<file path="src/rtl/core/cfdc_pkg.sv">
// shared constants and types for the card frame deframer
package cfdc_pkg;

    localparam int unsigned BYTE_W      = 8;
    localparam logic [7:0]  HDR_FIRST   = 8'hAA;
    localparam logic [7:0]  HDR_LAST    = 8'hAB;
    localparam int unsigned PAYLOAD_LEN = 5;
    localparam int unsigned KEPT_BYTES  = 4;
    localparam int unsigned CNT_W       = 3;
    localparam int unsigned IDX_W       = (KEPT_BYTES > 1) ? $clog2(KEPT_BYTES) : 1;

    typedef enum logic [4:0] {
        PH_HUNT  = 5'b00001,
        PH_HDR2  = 5'b00010,
        PH_HDR3  = 5'b00100,
        PH_PAY   = 5'b01000,
        PH_CHECK = 5'b10000
    } phase_t;

endpackage

</file>
<file path="src/rtl/core/cfdc_if.sv">
// valid/ready channels for received bytes and card bytes
interface cfdc_rx_if;
    logic                         valid;
    logic                         ready;
    logic [cfdc_pkg::BYTE_W-1:0]  rx_byte;

    modport source (output valid, output rx_byte, input ready);
    modport sink   (input valid, input rx_byte, output ready);
endinterface

interface cfdc_card_if;
    logic                         valid;
    logic                         ready;
    logic [cfdc_pkg::BYTE_W-1:0]  card_byte;
    logic                         last_byte;

    modport source (output valid, output card_byte, output last_byte, input ready);
    modport sink   (input valid, input card_byte, input last_byte, output ready);
endinterface

</file>
<file path="src/rtl/core/card_frame_deframer_checksum.sv">
// Card frame deframer: hunts for the header AA AA AB, gathers five payload bytes,
// checks their modulo-256 sum against the following byte and, on a match, sends the
// first four payload bytes out as card bytes with last_byte set on the fourth.
// Received bytes are taken one per cycle while the block is not busy. After a checksum
// match the rx channel is held off while the four card bytes are loaded into the
// output register, one per cycle when the register is empty or the card side takes
// its byte. The output register lets the next received byte be taken while the last
// card byte still waits to be taken.
module card_frame_deframer_checksum
(
    input  logic               clk,
    input  logic               rst_n,
    cfdc_rx_if.sink            rx,
    cfdc_card_if.source        card
);

    cfdc_pkg::phase_t                   phase_reg, phase_next;
    logic [cfdc_pkg::CNT_W-1:0]         pay_cnt_reg, pay_cnt_next;
    logic [7:0]                         sum_reg, sum_next;
    logic [7:0]                         payload_reg [cfdc_pkg::KEPT_BYTES];
    logic                               wr_en;
    logic                               match;
    logic                               rx_acc;

    logic                               busy_reg, busy_next;
    logic [cfdc_pkg::CNT_W-1:0]         emit_idx_reg, emit_idx_next;
    logic                               load;
    logic                               last_emit;

    logic                               out_valid_reg, out_valid_next;
    logic [7:0]                         card_byte_reg;
    logic                               last_byte_reg;

    assign rx.ready       = !busy_reg;
    assign rx_acc         = rx.valid && !busy_reg;
    assign card.valid     = out_valid_reg;
    assign card.card_byte = card_byte_reg;
    assign card.last_byte = last_byte_reg;

    // frame tracking
    always_comb
    begin
        phase_next   = phase_reg;
        pay_cnt_next = pay_cnt_reg;
        sum_next     = sum_reg;
        wr_en        = 1'b0;
        match        = 1'b0;
        if (rx_acc)
        begin
            unique case (phase_reg)
                cfdc_pkg::PH_HUNT:
                begin
                    phase_next = (rx.rx_byte == cfdc_pkg::HDR_FIRST) ?
                                 cfdc_pkg::PH_HDR2 : cfdc_pkg::PH_HUNT;
                end
                cfdc_pkg::PH_HDR2:
                begin
                    phase_next = (rx.rx_byte == cfdc_pkg::HDR_FIRST) ?
                                 cfdc_pkg::PH_HDR3 : cfdc_pkg::PH_HUNT;
                end
                cfdc_pkg::PH_HDR3:
                begin
                    if (rx.rx_byte == cfdc_pkg::HDR_LAST)
                    begin
                        phase_next   = cfdc_pkg::PH_PAY;
                        sum_next     = 8'd0;
                        pay_cnt_next = '0;
                    end
                    else
                    begin
                        phase_next = cfdc_pkg::PH_HUNT;
                    end
                end
                cfdc_pkg::PH_PAY:
                begin
                    sum_next = sum_reg + rx.rx_byte;
                    wr_en    = (pay_cnt_reg < cfdc_pkg::CNT_W'(cfdc_pkg::KEPT_BYTES));
                    if (pay_cnt_reg == cfdc_pkg::CNT_W'(cfdc_pkg::PAYLOAD_LEN - 1))
                    begin
                        phase_next = cfdc_pkg::PH_CHECK;
                    end
                    else
                    begin
                        pay_cnt_next = pay_cnt_reg + 1'b1;
                    end
                end
                cfdc_pkg::PH_CHECK:
                begin
                    match      = (rx.rx_byte == sum_reg);
                    phase_next = cfdc_pkg::PH_HUNT;
                end
                default:
                begin
                    phase_next = cfdc_pkg::PH_HUNT;
                end
            endcase
        end
    end

    // card byte emission
    assign load      = busy_reg && (!out_valid_reg || card.ready);
    assign last_emit = (emit_idx_reg == cfdc_pkg::CNT_W'(cfdc_pkg::KEPT_BYTES - 1));

    always_comb
    begin
        busy_next      = busy_reg;
        emit_idx_next  = emit_idx_reg;
        out_valid_next = out_valid_reg;
        if (card.ready)
        begin
            out_valid_next = 1'b0;
        end
        if (match)
        begin
            busy_next     = 1'b1;
            emit_idx_next = '0;
        end
        else if (load)
        begin
            out_valid_next = 1'b1;
            emit_idx_next  = emit_idx_reg + 1'b1;
            if (last_emit)
            begin
                busy_next = 1'b0;
            end
        end
    end

    always_ff @(posedge clk or negedge rst_n)
    begin
        if (!rst_n)
        begin
            phase_reg     <= cfdc_pkg::PH_HUNT;
            pay_cnt_reg   <= '0;
            sum_reg       <= 8'd0;
            busy_reg      <= 1'b0;
            emit_idx_reg  <= '0;
            out_valid_reg <= 1'b0;
        end
        else
        begin
            phase_reg     <= phase_next;
            pay_cnt_reg   <= pay_cnt_next;
            sum_reg       <= sum_next;
            busy_reg      <= busy_next;
            emit_idx_reg  <= emit_idx_next;
            out_valid_reg <= out_valid_next;
        end
    end

    always_ff @(posedge clk)
    begin
        if (wr_en)
        begin
            payload_reg[pay_cnt_reg[cfdc_pkg::IDX_W-1:0]] <= rx.rx_byte;
        end
        if (load)
        begin
            card_byte_reg <= payload_reg[emit_idx_reg[cfdc_pkg::IDX_W-1:0]];
            last_byte_reg <= last_emit;
        end
    end

endmodule

</file>
<file path="src/flat_wrapper.sv">
// flat-port wrapper written by rule: the top's interface ports become plain ports
module card_frame_deframer_checksum_flat 
  (clk, rst_n, rx_valid, rx_rx_byte, rx_ready, card_valid, card_card_byte, card_last_byte, card_ready);
  cfdc_rx_if rx_i ();
  cfdc_card_if card_i ();
  input  logic clk;
  input  logic rst_n;
  input wire logic [$bits(rx_i.valid)-1:0] rx_valid;
  input wire logic [$bits(rx_i.rx_byte)-1:0] rx_rx_byte;
  output wire logic [$bits(rx_i.ready)-1:0] rx_ready;
  output wire logic [$bits(card_i.valid)-1:0] card_valid;
  output wire logic [$bits(card_i.card_byte)-1:0] card_card_byte;
  output wire logic [$bits(card_i.last_byte)-1:0] card_last_byte;
  input wire logic [$bits(card_i.ready)-1:0] card_ready;
  assign rx_i.valid = rx_valid;
  assign rx_i.rx_byte = rx_rx_byte;
  assign rx_ready = rx_i.ready;
  assign card_valid = card_i.valid;
  assign card_card_byte = card_i.card_byte;
  assign card_last_byte = card_i.last_byte;
  assign card_i.ready = card_ready;
  card_frame_deframer_checksum u_core (.clk(clk), .rst_n(rst_n), .rx(rx_i), .card(card_i));
endmodule
</file>
<file path="config.mk">
export PLATFORM = sky130hd
export DESIGN_NAME = card_frame_deframer_checksum_flat
export DESIGN_NICKNAME = d
export VERILOG_FILES = /design/src/rtl/core/cfdc_pkg.sv /design/src/rtl/core/cfdc_if.sv /design/src/rtl/core/card_frame_deframer_checksum.sv /design/src/flat_wrapper.sv
export SDC_FILE = /design/constraint.sdc
export NUM_CORES = 1
export LEC_CHECK = 0
export BUFFER_PORTS_ARGS = -buffer_cell sky130_fd_sc_hd__buf_2
export CELL_PAD_IN_SITES_DETAIL_PLACEMENT = 1
export CELL_PAD_IN_SITES_GLOBAL_PLACEMENT = 2
export CORE_UTILIZATION = 40
export CTS_BUF_LIST = sky130_fd_sc_hd__clkbuf_2 sky130_fd_sc_hd__clkbuf_4 sky130_fd_sc_hd__clkbuf_8
export DETAILED_ROUTE_END_ITERATION = 6
export PLACE_DENSITY = 0.82
export SETUP_SLACK_MARGIN = 0.3
export SLEW_MARGIN = 10
export SYNTH_ARGS = -nofsm -noshare
export SYNTH_HDL_FRONTEND = slang
export SYNTH_SLANG_ARGS = --single-unit
</file>
<file path="constraint.sdc">
create_clock -name clk -period 1.86 [get_ports clk]
set_input_delay 0.186 -clock clk [delete_from_list [all_inputs] [get_ports clk]]
set_output_delay 0.186 -clock clk [all_outputs]
set_load 0.02 [all_outputs]
</file>
; ---- Word-level counts from Yosys, hierarchy flattened
; Memories as Yosys holds them, arrays and structs flattened. A register that Yosys moved wholly into a read port is not among the register bits.
; Cells that the tools add are included.
; W data, S select, Z words.
[totals]
ff_bits = 22
ram_bits = 32
inputBits = 12
output_inout_bits = 11
word_cells = 61
memories = 1
[memory_table]
columns = memory, words, width, rd, rd_ports_with_merged_regs, write_ports, line
row1 = u_core.payload_reg, 4, 8, 1, 1, 1, card_frame_deframer_checksum.sv:20  ; logic [7:0] payload_reg [cfdc_pkg::KEPT_BYTES];
[classes]
n_addsub = 3
n_lt_le_gt_ge = 1
eq_ne = 13
mux = 24
n_reduce_logical = 12
[op_table]
columns = cell, n
row1 = $pmux W5 S4, 1
row2 = $eq A8 B8 Y1 const B, 2
row3 = $pmux W8 S2, 1
row4 = $mux W3, 5
row5 = $mux W1, 12
row6 = $add A8 B8 Y8, 1
row7 = $eq A8 B8 Y1, 1
row8 = $mux W8, 1
row9 = $add A3 B1 Y3 const B, 2
row10 = $pmux W3 S2, 1
row11 = $reduce_bool A2 Y1, 3
row12 = $eq A5 B1 Y1 const B, 1
row13 = $eq A5 B2 Y1 const B, 1
row14 = $eq A5 B3 Y1 const B, 1
row15 = $eq A5 B4 Y1 const B, 1
row16 = $eq A5 B5 Y1 const B, 1
row17 = $mux W5, 1
row18 = $mux W4, 1
row19 = $ne A2 B1 Y1 const B, 2
row20 = $reduce_and A2 Y1, 2
row21 = $reduce_and A4 Y1, 1
row22 = $eq A3 B2 Y1 const B, 1
row23 = $eq A3 B3 Y1 const B, 1
row24 = $lt A3 B3 Y1 const B, 1
row25 = other kinds (6), 8

; ---- Logic depth before layout (Yosys ltp)
[depth]
ltp_word = 5
ltp_mapped = 7
mapped_depth_nobuf = 7

; ---- Least setup slack after synthesis
; No wires, ideal clock.
[synth_path]
path_kind = reg2reg
startpoint = reg u_core.busy_reg
endpoint = mem u_core.payload_reg[3][0], enable pin
setup_ns = 0.387
t_arrival_ns = 1.544
required_ns = 1.473
path_slack_ns = -0.071
path_stages_with_launch = 4
path_buffers = 0
period_less_slack_ns = 1.931
path_cell_list = dfrtp_1 nor2b_1 nand3_1 nor3b_1
[synth_between]
elab_chain_cells = 5
[synth_lines]
columns = element, line
row1 = start: declaration, card_frame_deframer_checksum.sv:25  ; logic busy_reg, busy_next;
row2 = start signal: assignment, card_frame_deframer_checksum.sv:145  ; busy_reg <= busy_next;
row3 = $logic_not A1 Y1, card_frame_deframer_checksum.sv:35  ; assign rx_acc = rx.valid && !busy_reg;
row4 = $logic_and A1 B1 Y1, card_frame_deframer_checksum.sv:35
row5 = $mux W1, card_frame_deframer_checksum.sv:48  ; if (rx_acc)
row6 = $mux W1, card_frame_deframer_checksum.sv:153  ; if (wr_en)
row7 = $mux W1 (implied by the code), card_frame_deframer_checksum.sv:155  ; payload_reg[pay_cnt_reg[cfdc_pkg::IDX_W-1:0]] <= rx.rx_byte;
row8 = end: declaration, card_frame_deframer_checksum.sv:20
; Every way passes these cells.

; ---- Worst setup path in the final report
[layout_path]
startpoint = reg u_core.sum_reg[0]
endpoint = reg u_core.sum_reg[6]
[layout_between]
elab_chain_cells = 2
[layout_lines]
columns = element, line
row1 = start: declaration, card_frame_deframer_checksum.sv:19  ; logic [7:0] sum_reg, sum_next;
row2 = start signal: assignment, card_frame_deframer_checksum.sv:144  ; sum_reg <= sum_next;
row3 = $add A8 B8 Y8, card_frame_deframer_checksum.sv:76  ; sum_next = sum_reg + rx.rx_byte;
row4 = $pmux W8 S2, card_frame_deframer_checksum.sv:50  ; unique case (phase_reg)
; Every way passes these cells.
; A chain may end at the register's enable or synchronous reset.

==> qor.csv <==
stage,metric,value,unit
clock_tree,CTS Buffer Depth,2,
power,Clk network pwr share,34.3,%
cells_and_area,fraction of final layout cells with drive strength greater than 1,51.6,%
detailed_routing,Final ANT Viol Nets,0,
synthesis,Synth top area share,42.8,%
power,Internal,2.52,mW
global_route,Total GRT Usage,20.6,%
global_route,antenna violations before repair,0,
sta,setup violators final,0,
cells_and_area,Final Instance Area,4010,sq um
sta,final clock skew,0.00699,ns
synthesis,Synth async-reset ratio,33.9,%
power,sequential share of power,47.2,%
clock_tree,Clock Root Buffer,clkbuf_8,
floorplanning,Die ar.,7530,sq um
synthesis,predominant post-synthesis flop cell,edfxtp_1,
sta,fin crit period,1.83,ns
power,Pleak,1.55,nW
floorplanning,row cnt,30,
detailed_routing,Starting DRT DRC Count,61,
global_route,first-pass GRT wire length,11.1,mm
worst_setup_path,Critical Path AT,2.05,ns
floorplanning,core area,6870,sq um
worst_hold_path,Worst Hold Class,input port to flop,
power,PD cells,858,nW/um^2
worst_hold_path,HP Start,rx_rx_byte[3],
synthesis,cell type with the largest total area after synthesis,edfxtp_1,
sta,Max Clock Freq,0.547,GHz
synthesis,"FF+latch count, synth",62,
clock_tree,clock tree sinks,62,
global_route,largest net degree at the start of global routing,22,
floorplanning,width of the chip,86.8,um
worst_setup_path,r2r startpoint,u_core.sum_reg[0]$_DFFE_PN0P_,
sta,RSZ-0062 raised after global routing,true,
sta,"Slew Viols, Final",0,
clock_tree,H-Tree Depth,3,
detailed_routing,Post-Route WL,7.06,mm
detailed_routing,drt first pass iters,4,
worst_setup_path,"Req. time, crit path",2.09,ns
floorplanning,I/O Pins,23,
worst_hold_path,hold path depth,1,
sta,transition time of the tightest slew-check pin,0.546,ns
floorplanning,die height,86.8,um
placement,Detailed Place HPWL,4.57,mm
global_route,number of global-route vias before repair,2097,
clock_tree,clock slew at reported path FFs,0.07,ns
synthesis,Mean Syn Cell Area,14.4,sq um
power,combinational power share,18.4,%
synthesis,Post-synth EDFFs,41,
synthesis,list of most frequent post-synthesis cells,"edfxtp_1 (41), dfrtp_1 (20), ha_1 (13)",
cells_and_area,ANT cells,0,
sta,Slew HR,63.6,%
synthesis,Syn Nets,225,
placement,Placed Area,3370,sq um
worst_setup_path,R2R setup slack,0.03,ns
sta,Hold WS,0.154,ns
synthesis,synthesized instance count,199,
cells_and_area,number of flip-flops in the largest register,32,
detailed_routing,via count,1945,
clock_tree,Inserted Clock Buffers,9,
synthesis,mapped cell area,2870,sq um
clock_tree,Worst-Skew Late Latency,0.33,ns
power,Sw Pwr,0.919,mW
clock_tree,TritonCTS clock tree,done,
worst_setup_path,Worst R2R Path Depth,7,
synthesis,warnings from Yosys,0,
synthesis,largest cells by area after synthesis,"edfxtp_1 (43%), dfrtp_1 (17%), mux4_2 (6.3%), ha_1 (5.7%), a22o_1 (2.1%)",
worst_hold_path,Hold Path End,u_core.payload_reg[0][3]$_DFFE_PP_,
placement,Placer Congestion,0.754,
synthesis,Yosys cell types,50,
worst_setup_path,Crit Path Category,flop to flop,
floorplanning,Starting Density,41.8,%
sta,Final Hold Viols,0,
flow_run,Max Cap Viol,0,
detailed_routing,wire per inst,19.0,um
detailed_routing,Vias/cell,5.24,
global_route,gr ovfl total,0,
detailed_routing,DRC Markers,0,
placement,I/O Buffers,22,
worst_setup_path,crit path launch type,flop,
cells_and_area,Syn-to-layout area delta,39.4,%
sta,fin crit share,98.3,%
worst_setup_path,Setup crit end kind,flop,
outcome,outcome,finished clean,
cells_and_area,Final Net Count,296,
power,Sw Share,26.7,%
worst_setup_path,CP Max Fanout,3,
synthesis,top-count cell post-synth,edfxtp_1,
power,VDD IR max,0.315,mV
cells_and_area,FILL cells,668,
synthesis,post-synthesis sequential area ratio,61.2,%
worst_setup_path,R2R Path End,u_core.sum_reg[6]$_DFFE_PN0P_,
## routing by layer
layer | up-vias | part of all wire (%) | track usage, % | wire length (um)
met1 | 977 | 44 | 26.2 | 3100
li1 | 916 | - | - | -
met4 | 0 | 2.0 | 9.39 | 139
met2 | 39 | 52 | 34.6 | 3640
met5 | - | 0 | 0 | 0
met3 | 13 | 2.5 | 3.62 | 177
## final cells by class
| cell class | instances | area, sq um | share of cell area [%] |
|---|---|---|---|
| Inverter | 9 | 33.8 | 0.843 |
| Clock buffer | 9 | 124 | 3.09 |
| Sequential cell | 62 | 1760 | 43.9 |
| Multi-Input combinational cell | 124 | 1410 | 35.2 |
| Timing Repair Buffer | 64 | 485 | 12.1 |
| Clock inverter | 7 | 73.8 | 1.84 |
| Tap cell | 96 | 120 | 3.00 |
## logic make-up (layout without fill, tap and decap cells)
family,count (synthesis),in the layout,share of synthesized area (%)
and+or+nand+nor,50,50,10.1
xor gates and xnor gates,7,7,2.13
muxes,9,9,6.79
buffers and inverters,13,89,2.05
adders and majority gates,14,14,6.36
DFF,62,62,61.2
AOI/OAI and AO/OA,44,44,11.4
## placed cells by master, fill, tap and decap left out, types with 5 or more instances in the layout
cell       n
a21oi_1    6
a22o_1     7
buf_2     22
buf_4     28
buf_6     12
clkbuf_8   9
dfrtp_1   19
edfxtp_1  41
ha_1       5
ha_4       7
inv_1      8
mux4_2     8
nand2_1   11
nor2_1     6
## power by group through the flow
stage / registers (mW) / clock network (mW) / logic, mW
after floorplan: 1.62 / 0 / 0.421
after global placement: 1.65 / 0 / 0.548
after detailed placement: 1.65 / 0 / 0.568
after CTS: 1.62 / 1.21 / 0.606
after global routing: 1.63 / 1.26 / 0.703
final: 1.62 / 1.18 / 0.634
## critical path, stage by stage, from the launching register on
cell	delay, ns
dfrtp_1	0.42
ha_4	0.19
fa_2	0.37
a211oi_2	0.18
o21bai_1	0.11
a21oi_2	0.17
xnor2_1	0.10
a22o_1	0.19
## metrics by stage
step                setup TNS (ns)  util (%)  total power [mW]  setup slack, ns  cells
floorplan                        0         -              2.04            0.137    199
global placement                 0      49.1              2.19           0.0833    333
detailed placement               0      49.1              2.22           0.0197    333
CTS                              0      55.7              3.44           0.0515    360
global route               -0.0241      58.3              3.59          -0.0241    371
finish                           0      58.3              3.44           0.0321    371
## worst max-delay path by stage
stage                                        from                       endpoint  slack (ns)  cells past startpoint
finish              u_core.sum_reg[0]$_DFFE_PN0P_  u_core.sum_reg[6]$_DFFE_PN0P_        0.03                      7
global route        u_core.sum_reg[0]$_DFFE_PN0P_  u_core.sum_reg[6]$_DFFE_PN0P_       -0.02                      7
CTS                 u_core.sum_reg[0]$_DFFE_PN0P_  u_core.sum_reg[6]$_DFFE_PN0P_        0.05                      7
detailed placement  u_core.sum_reg[0]$_DFFE_PN0P_  u_core.sum_reg[6]$_DFFE_PN0P_        0.02                      7
global placement    u_core.sum_reg[0]$_DFFE_PN0P_  u_core.sum_reg[6]$_DFFE_PN0P_        0.08                      7
floorplan           u_core.sum_reg[0]$_DFFE_PN0P_  u_core.sum_reg[6]$_DFFE_PN0P_        0.14                      7
## timing repair
action	4_1_cts	5_1_grt
resized for setup	29	24
pin swaps	16	22
hold endpoints to repair	20	0
gates cloned	1	0
hold buffers	1	0
setup buffers	9	11
endpoints found under the setup margin	51	51
No activity file was read; power rests on OpenSTA's default activity.
